===== config.mk =====
export PLATFORM = sky130hd
export DESIGN_NAME = m4x4acc_ctrl
export DESIGN_NICKNAME = d
export VERILOG_FILES = /design/src/rtl/m4x4acc_pkg.sv /design/src/rtl/m4x4acc_ctrl.sv
export SDC_FILE = /design/constraint.sdc
export NUM_CORES = 1
export LEC_CHECK = 0
export BUFFER_PORTS_ARGS = -buffer_cell sky130_fd_sc_hd__buf_2
export CORE_MARGIN = 2
export CORE_UTILIZATION = 35
export DETAILED_ROUTE_END_ITERATION = 8
export GPL_ROUTABILITY_DRIVEN = 0
export GPL_TIMING_DRIVEN = 0
export HOLD_SLACK_MARGIN = 0.15
export SETUP_SLACK_MARGIN = 0.3
export SYNTH_ARGS = -nofsm -noshare
export SYNTH_HDL_FRONTEND = slang
export SYNTH_SLANG_ARGS = --single-unit

===== constraint.sdc =====
create_clock -name clk_i -period 1.4 [get_ports clk_i]
set_input_delay 0.28 -clock clk_i [delete_from_list [all_inputs] [get_ports clk_i]]
set_output_delay 0.28 -clock clk_i [all_outputs]
set_load 0.05 [all_outputs]

===== src/rtl/m4x4acc_pkg.sv =====
package m4x4acc_pkg;

  // Fixed point format and matrix geometry
  localparam int unsigned FracBits = 16;
  localparam int unsigned ElemW    = 32;
  localparam int unsigned ProdW    = 2 * ElemW;
  localparam int unsigned AccW     = ProdW + 2;  // exact sum of four products
  localparam int unsigned NumCols  = 4;

  localparam logic signed [ElemW-1:0] OneQ = ElemW'(1) << FracBits;
  localparam logic [1:0] LastRow = 2'd3;

  // Item opcodes
  localparam logic OpLoad = 1'b0;
  localparam logic OpMul  = 1'b1;

  // Sequencer states
  typedef enum logic [2:0] {
    StIdle,
    StLoad,
    StMul,
    StDrain,
    StRound,
    StEmit
  } state_e;

  // Control broadcast from the sequencer to every cell
  typedef struct packed {
    logic       wr_cur;  // write a row of the current matrix
    logic       wr_mul;  // write a row of the multiplier
    logic [1:0] row;     // row addressed by write, load and write back
    logic       load;    // load ring register, clear accumulator
    logic [1:0] step;    // dot product step
    logic       acc_en;  // add registered product
    logic       rnd;     // round and saturate accumulator
    logic       wb;      // write rounded result back, result shown
  } ctl_t;

  // Round to nearest (ties up), shift by FracBits, saturate to 32 bits
  function automatic logic signed [ElemW-1:0] round_sat(input logic signed [AccW-1:0] acc);
    logic [AccW:0]          half;
    logic [AccW:0]          sum;
    logic [AccW-FracBits:0] sh;
    logic                   fits;
    half = (AccW+1)'(1) << (FracBits - 1);
    sum  = {acc[AccW-1], acc} + half;
    sh   = sum[AccW:FracBits];
    fits = (&sh[AccW-FracBits:ElemW-1]) | ~(|sh[AccW-FracBits:ElemW-1]);
    if (fits) begin
      round_sat = sh[ElemW-1:0];
    end else if (sh[AccW-FracBits]) begin
      round_sat = {1'b1, {(ElemW-1){1'b0}}};
    end else begin
      round_sat = {1'b0, {(ElemW-1){1'b1}}};
    end
  endfunction

endpackage


===== src/rtl/m4x4acc_ctrl.sv =====
// Sequencer: decodes items and steps the cells through each product row.
module m4x4acc_ctrl (
  input  logic              clk_i,
  input  logic              rst_ni,
  input  logic              start,
  input  logic              op_i,
  input  logic [1:0]        row_index_i,
  output logic              busy,
  output m4x4acc_pkg::ctl_t ctl_o,
  output logic              out_valid_o,
  output logic [1:0]        out_row_o,
  output logic              last_row_o
);
  import m4x4acc_pkg::*;

  state_e     state_q, state_d;
  logic [1:0] row_q, row_d;
  logic [1:0] step_q, step_d;
  logic       accept;

  assign accept = start && (state_q == StIdle);

  // Next state
  always_comb begin
    state_d = state_q;
    row_d   = row_q;
    step_d  = step_q;
    unique case (state_q)
      StIdle: begin
        if (accept && op_i == OpMul && row_index_i == LastRow) begin
          state_d = StLoad;
          row_d   = '0;
        end
      end
      StLoad: begin
        state_d = StMul;
        step_d  = '0;
      end
      StMul: begin
        step_d = step_q + 2'd1;
        if (step_q == LastRow) begin
          state_d = StDrain;
        end
      end
      StDrain: state_d = StRound;
      StRound: state_d = StEmit;
      StEmit: begin
        if (row_q == LastRow) begin
          state_d = StIdle;
        end else begin
          row_d   = row_q + 2'd1;
          state_d = StLoad;
        end
      end
      default: state_d = StIdle;
    endcase
  end

  always_ff @(posedge clk_i or negedge rst_ni) begin
    if (!rst_ni) begin
      state_q <= StIdle;
      row_q   <= '0;
      step_q  <= '0;
    end else begin
      state_q <= state_d;
      row_q   <= row_d;
      step_q  <= step_d;
    end
  end

  // Outputs
  always_comb begin
    busy          = (state_q != StIdle);
    ctl_o.wr_cur  = accept && (op_i == OpLoad);
    ctl_o.wr_mul  = accept && (op_i == OpMul);
    ctl_o.row     = (state_q == StIdle) ? row_index_i : row_q;
    ctl_o.load    = (state_q == StLoad);
    ctl_o.step    = step_q;
    ctl_o.acc_en  = ((state_q == StMul) && (step_q != '0)) || (state_q == StDrain);
    ctl_o.rnd     = (state_q == StRound);
    ctl_o.wb      = (state_q == StEmit);
    out_valid_o   = (state_q == StEmit);
    out_row_o     = row_q;
    last_row_o    = (state_q == StEmit) && (row_q == LastRow);
  end

endmodule


* Yosys cells after proc, flatten, opt, wreduce, memory -nomap -nowiden
Index checks and enable logic that the tools add are counted.
** Storage, ports and cells
- Register bits :: 7
- Input bits :: 6
** Cells by class
- Mux-type cells :: 9
- Reduce and logical (&&, ||, !) cells :: 14
- Equality and inequality tests :: 11
- Add/sub/neg operators :: 2
- Bitwise gates (word level) :: 1
** Operator list (count)
- $pmux 3 s6 :: 1
- $pmux 2 s2 :: 2
- $eq 2x2->1 const B :: 3
- $eq 3x2->1 const B :: 2
- $eq 3x3->1 const B :: 2
- $logic_and 1x1->1 :: 6
- $mux 2 :: 3
- $mux 3 :: 2
- $reduce_bool 2->1 :: 3
- $add 2x1->2 const B :: 2
- $ne 2x2->1 const B :: 2
- $eq 3x1->1 const B :: 1
- $logic_not 3->1 :: 1
- $reduce_and 3->1 :: 1
- $reduce_bool 3->1 :: 1
- $ne 2x1->1 const B :: 1
- $reduce_and 2->1 :: 1
- $logic_or 1x1->1 :: 1
- $mux 1 :: 1
- $not 1->1 :: 1

* Logic depth before layout (Yosys ltp)
Gate-level depths: netlist of the first run.
- Word-level depth :: 6
- Depth in mapped cells :: 5

* Worst setup path after synthesis of the first run
OpenSTA, ideal clock, no wires.
- Path kind :: register to output
- Start :: register state_q[1]
- End :: output last_row_o
- Setup slack :: -0.823 ns
- Data required time :: 1.120 ns
- Path buffers :: 1
- Arrival :: 1.943 ns
- Cell stages (with the launch flop) :: 5
- Path through :: dfrtp_1 > buf_2 > nand2b_1 > nor2_1 > and2_1
** On the way
- Word-level cells in the longest chain between the ends :: 2
** Ends and longest elaborated chain
- start, declared :: line m4x4acc_ctrl.sv:16 : state_e state_q, state_d;
- start signal, assigned :: line m4x4acc_ctrl.sv:61 : state_q <= StIdle;
- start signal, assigned :: line m4x4acc_ctrl.sv:65 : state_q <= state_d;
- $eq 3x3->1
- via out_valid_o :: line m4x4acc_ctrl.sv:10 : output logic out_valid_o,
- $logic_and 1x1->1 :: line m4x4acc_ctrl.sv:84 : last_row_o = (state_q == StEmit) && (row_q == LastRow);
- end, declared :: line m4x4acc_ctrl.sv:12 : output logic last_row_o
The timed path passes the listed nets, and every way through them passes these cells.

==> results of run 1 <==
[layer usage]
| metal | part of all wire | up-vias | GRT usage |
|---|---|---|---|
| met3 | 0.023 | 2 | 0.0163 |
| met4 | 0.0094 | 0 | 0.0750 |
| met1 | 0.44 | 284 | 0.281 |
| li1 | - | 279 | - |
| met5 | 0 | - | 0 |
| met2 | 0.52 | 13 | 0.297 |
[logic make-up (layout without fill, tap and decap cells)]
kind of cell,after synthesis,in the layout,share of synthesized area
xor+xnor,1,1,0.0184
mux,1,1,0.0211
fa+ha+maj,3,3,0.0790
simple gates,24,24,0.279
flops,7,7,0.368
buf+inv,10,54,0.0921
compound gates,10,10,0.142
[synthesized netlist by cell type]
master     number  area, µm²
nand2_1         9       33.8
dfrtp_1         7        175
inv_1           6       22.5
nor2_1          4       15.0
ha_1            3       37.5
a22o_1          2       17.5
buf_2           2       10.0
nor3_1          2       10.0
o211ai_1        2       15.0
o21ai_1         2       10.0
o22ai_1         2       12.5
a211oi_1        1       7.51
a21oi_1         1       5.00
and2_1          1       6.26
and3_1          1       6.26
buf_4           1       7.51
inv_2           1       3.75
mux2i_1         1       10.0
nand2b_1        1       6.26
nand4_1         1       6.26
nand4bb_1       1       11.3
nor3_4          1       16.3
nor3b_1         1       7.51
or2b_1          1       7.51
or3_1           1       6.26
xnor2_1         1       8.76
[critical path: cells and delay by family (launching register included)]
kind                   cells  cell delay [ns]
flip-flops                 1             0.39
buffers and inverters      3             0.43
AND/OR/NAND/NOR            2             0.36
[layout make-up]
| cell class | instances | area share |
|---|---|---|
| tap | 15 | 0.0171 |
| sequential | 7 | 0.165 |
| buffer | 3 | 0.0307 |
| clock buffer | 4 | 0.0239 |
| multi-input combinational | 39 | 0.361 |
| timing repair buffer | 40 | 0.373 |
| inverter | 7 | 0.0296 |
[sequential cells by signal, summed over array words and instances (netlist names)]
| signal | count |
|---|---|
| out_row_o | 2 |
| state_q | 3 |
| step_q | 2 |
[what timing repair did]
action                                 CTS  global route
pin swaps                                7             2
endpoints found under the hold margin    7             0
gates resized for setup                 52             5
buffers inserted                        14             5
cloned                                   0             0
hold buffers                             1             0
setup endpoints to repair               20            20
[per-stage QoR]
step,cells,setup TNS [ns],utilization,setup slack (ns),instance area (µm²)
after global placement,91,-0.841,0.562,-0.165,722
after CTS,110,-2.15,0.812,-0.286,1040
after floorplan,56,-0.325,-,-0.156,603
after detailed placement,91,-0.852,0.562,-0.160,722
after global routing,115,-3.26,0.856,-0.348,1100
final,115,-2.48,0.856,-0.296,1100
[worst max-delay path by stage]
stage	to	slack, ns	cells after the start
after detailed placement	ctl_o[9]	-0.16	4
after global routing	ctl_o[6]	-0.35	7
final	ctl_o[8]	-0.30	5
after global placement	ctl_o[9]	-0.16	4
after CTS	ctl_o[8]	-0.29	5
after floorplan	last_row_o	-0.16	4
==> metrics.cfg, run 1 <==
[worst_setup_path]
crit_slowest_cell=dfrtp_1
cpPeakStageDelay_ns=0.39
startpoint=state_q[1]
critPathKind=reg2out
r2r_cells=7
rrSetupSlack_ns=-0.09
cp.arrival_ns=1.42
cp_common_cell=buf_6
worstReg2RegStart=state_q[1]
reg2reg_to=state_q[0]
critPathLaunchType=register
critPathCaptureType=output port
critPathRequiredTime_ns=1.12
cp_max_fo=5
path_cells=buf_6 -> nor3_4 -> buf_6 -> and3_4 -> buf_8

[synth]
synth_seq_cells=7
synth.distinct_cells=26
yosysWarnings=0
synthCells=56
synth_area_per_cell_um2=8.49
ys_seq_area_frac=0.368
syn_nets=65
syn_area_um2=475

[timing]
fmax_ghz=0.590
setup_ws_ns=-0.296
drv_slew=0
hold_viol_final=0
min_period_over_period=1.21
period_minus_slack_ns=1.70
fin_skew_ns=0.00609
setup_violations=12
whs_ns=0.394
slew-limit-headroom=0.881
grt_setup_unrepaired=true
tightest_slew_ns=0.179

[cts]
numClockSinks=7
worstSkewPairLatency_ns=0.24
path_clk_slew_ns=0.06
clockBufferDepth=2
cts_buffers=3
cts_tree=yes
htree_levels=1
cts_root_buf=clkbuf_4

[finish]
multi_input_area_um2=397
final_cell_mix=13 x buf_6, 13 x buf_4, 11 x buf_8, 5 x buf_2, 5 x dfrtp_2
drive_above_1_share=0.760
ff_latch_area_um2=181
final.fill_count=71
area_growth_pct=131
antenna_cells=0
num-nets-final=110

[worst_hold_path]
hold_class=in2async

[status]
status=finished, violations left
violations=negative setup slack

[route]
drtAntennaViolNets=0
dr.pass1.iters=3
wl_per_cell_um=12.1
drcViolationCount=0
vias=578
drt_iter0_markers=2
vias_per_cell=5.03
drt-total-wl_um=1390

[global_routing]
track_usage=0.195
overflow=0
grt_pass1_wl_um=2170
grt_max_degree=8
antenna_found_initial=0
grt_pass1_vias=494

[floorplanning]
fp-row-count=13
die_w_um=40.9
ios=21
dieHeight_um=40.9
coreArea_um2=1280
die-area_um2=1670
start_util=0.370

[placement]
port_buffers=20
hpwl_um=863

[flow_run]
cap_viol_max_count=0

Power of run 1 is not shown: default switching activity piles up to over one toggle a cycle in this logic, so the estimate is an artifact.
==> inputs of run 2 (changes only) <==
Settings changed: PLACE_DENSITY from default to 0.61.
==> run 2 against run 1 <==
Effect of this change: the run still ends with negative setup slack left; wire length grew 19%; critical path type unchanged; highest routed layer is now met3; non-clock buffer count shrank 6; cell area shrank 3.2%.
==> metrics.cfg, run 2 (same netlist as run 1, synthesis figures left out) <==
[status]
status=finished, violations left  ; unchanged
violations=negative setup slack  ; unchanged

[cts]
cts_buffers=3  ; unchanged
cts_tree=yes  ; unchanged
worstSkewPairLatency_ns=0.26  ; was 0.24 ns
cts_root_buf=clkbuf_4  ; unchanged
htree_levels=1  ; unchanged
clockBufferDepth=2  ; unchanged
numClockSinks=7  ; unchanged
path_clk_slew_ns=0.06  ; about the same

[timing]
fmax_ghz=0.577  ; was 0.590 GHz
setup_ws_ns=-0.332  ; was -0.296 ns
drv_slew=0  ; unchanged
hold_viol_final=0  ; unchanged
setup_violations=13  ; was 12
fin_skew_ns=0.0107  ; was 0.00609 ns
tns_ns=-2.57  ; was -2.48 ns
tightest_slew_ns=0.195  ; was 0.179 ns
slew-limit-headroom=0.870  ; was 0.881
min_period_over_period=1.24  ; was 1.21
period_minus_slack_ns=1.73  ; was 1.70 ns
grt_setup_unrepaired=true  ; unchanged

[floorplanning]
fp-row-count=13  ; unchanged
die-area_um2=1670  ; unchanged
coreArea_um2=1280  ; unchanged
dieHeight_um=40.9  ; unchanged
ios=21  ; unchanged
start_util=0.370  ; unchanged
die_w_um=40.9  ; unchanged

[placement]
placed_area_um2=722  ; unchanged
port_buffers=20  ; unchanged
hpwl_um=778  ; was 863 µm

[route]
vias_per_cell=5.04  ; was 5.03
dr.pass1.iters=4  ; was 3
drt_iter0_markers=10  ; was 2
drtAntennaViolNets=0  ; unchanged
drt-total-wl_um=1660  ; was 1390 µm
vias=549  ; was 578
wl_per_cell_um=15.2  ; was 12.1 µm
drcViolationCount=0  ; unchanged

[worst_setup_path]
critPathRequiredTime_ns=1.12  ; about the same
critPathLaunchType=register  ; unchanged
critPathCaptureType=output port  ; unchanged
cp.arrival_ns=1.45  ; was 1.42 ns
rrSetupSlack_ns=-0.01  ; was -0.09 ns
cp_common_cell=buf_6  ; unchanged
critPathKind=reg2out  ; unchanged
path_buf_inv=3  ; unchanged
crit_slowest_cell=dfrtp_1  ; unchanged
path_cells=buf_6 -> nor3_4 -> buf_6 -> and3_4 -> buf_8  ; unchanged
critPathTopFamily=buffers and inverters  ; unchanged
cpPeakStageDelay_ns=0.37  ; was 0.39 ns
cp_max_fo=5  ; unchanged

[finish]
stdcell_area_um2=1060  ; was 1100 µm²
num-nets-final=104  ; was 110
final_common_cell=buf_8
largest_reg_flops=3  ; unchanged
area_growth_pct=124  ; was 131%
final_core_util=0.829  ; was 0.856
top_register=state_q  ; unchanged
drive_above_1_share=0.745  ; was 0.760
final_cell_mix=13 x buf_8, 9 x buf_6, 8 x buf_4  ; was 13 x buf_6, 13 x buf_4, 11 x buf_8, 5 x buf_2, 5 x dfrtp_2
antenna_cells=0  ; unchanged

[flow_run]
cap_viol_max_count=0  ; unchanged

[global_routing]
track_usage=0.191  ; was 0.195
antenna_found_initial=0  ; unchanged
grt_pass1_vias=456  ; was 494
grt_max_degree=8  ; unchanged
overflow=0  ; unchanged
grt_pass1_wl_um=1970  ; was 2170 µm

[worst_hold_path]
hold_class=in2async  ; unchanged

==> run 2: cell count changes in the layout (fill, tap and decap cells not counted), moves of 2 or more <==
cell / change
buf_6: -4
buf_8: +2
nand2_1: -2
buf_4: -5
==> run 2: metrics by stage <==
step / setup WS (ns) / std cells / hold slack, ns
finish: -0.332 / 109 / 0.371
global route: -0.364 / 109 / 0.401
CTS: -0.286 / 104 / 0.377
detailed placement: -0.167 / 91 / 0.117
global placement: -0.160 / 91 / 0.116
floorplan: -0.156 / 56 / -0.0156
==> run 2: final cells by class <==
cell class,count,area (µm²)
Multi-Input combinational cell,39,392
Tap cell,15,18.8
Sequential cell,7,181
Timing Repair Buffer,34,378
Fill cell,75,220
Clock buffer,4,26.3
Inverter,7,35.0
Buffer,3,33.8
==> run 2: path summary, 6_finish.rpt <==
| check | from | end | cells after the start |
|---|---|---|---|
| max | state_q[0] | ctl_o[8] | 5 |
| min in group clk_i | row_index_i[0] | out_row_o[1] | 4 |
| max reg2reg | state_q[0] | out_row_o[1] | 7 |
| max in group asynchronous | rst_ni | out_row_o[1] | 2 |
| min reg2reg | state_q[2] | state_q[1] | 1 |
| min | rst_ni | step_q[0] | 2 |
==> run 2: metal layers <==
layer / global-route usage / wire [µm] / up-vias
met5: 0 / 0 / -
li1: - / - / 270
met2: 0.332 / 960 / 18
met3: 0.0815 / 76 / 0
met1: 0.219 / 622 / 261
met4: 0.0250 / 0 / 0
==> run 2: repair_timing <==
| action | 4_1_cts | 5_1_grt |
|---|---|---|
| buffers inserted | 8 | 5 |
| hold buffers | 1 | 0 |
| gates cloned | 0 | 0 |
| gates resized for setup | 45 | 14 |
| hold endpoints to repair | 7 | 0 |
| endpoints found under the setup margin | 20 | 20 |
| pin swaps | 7 | 6 |
Power of run 2 is left out for the same reason.
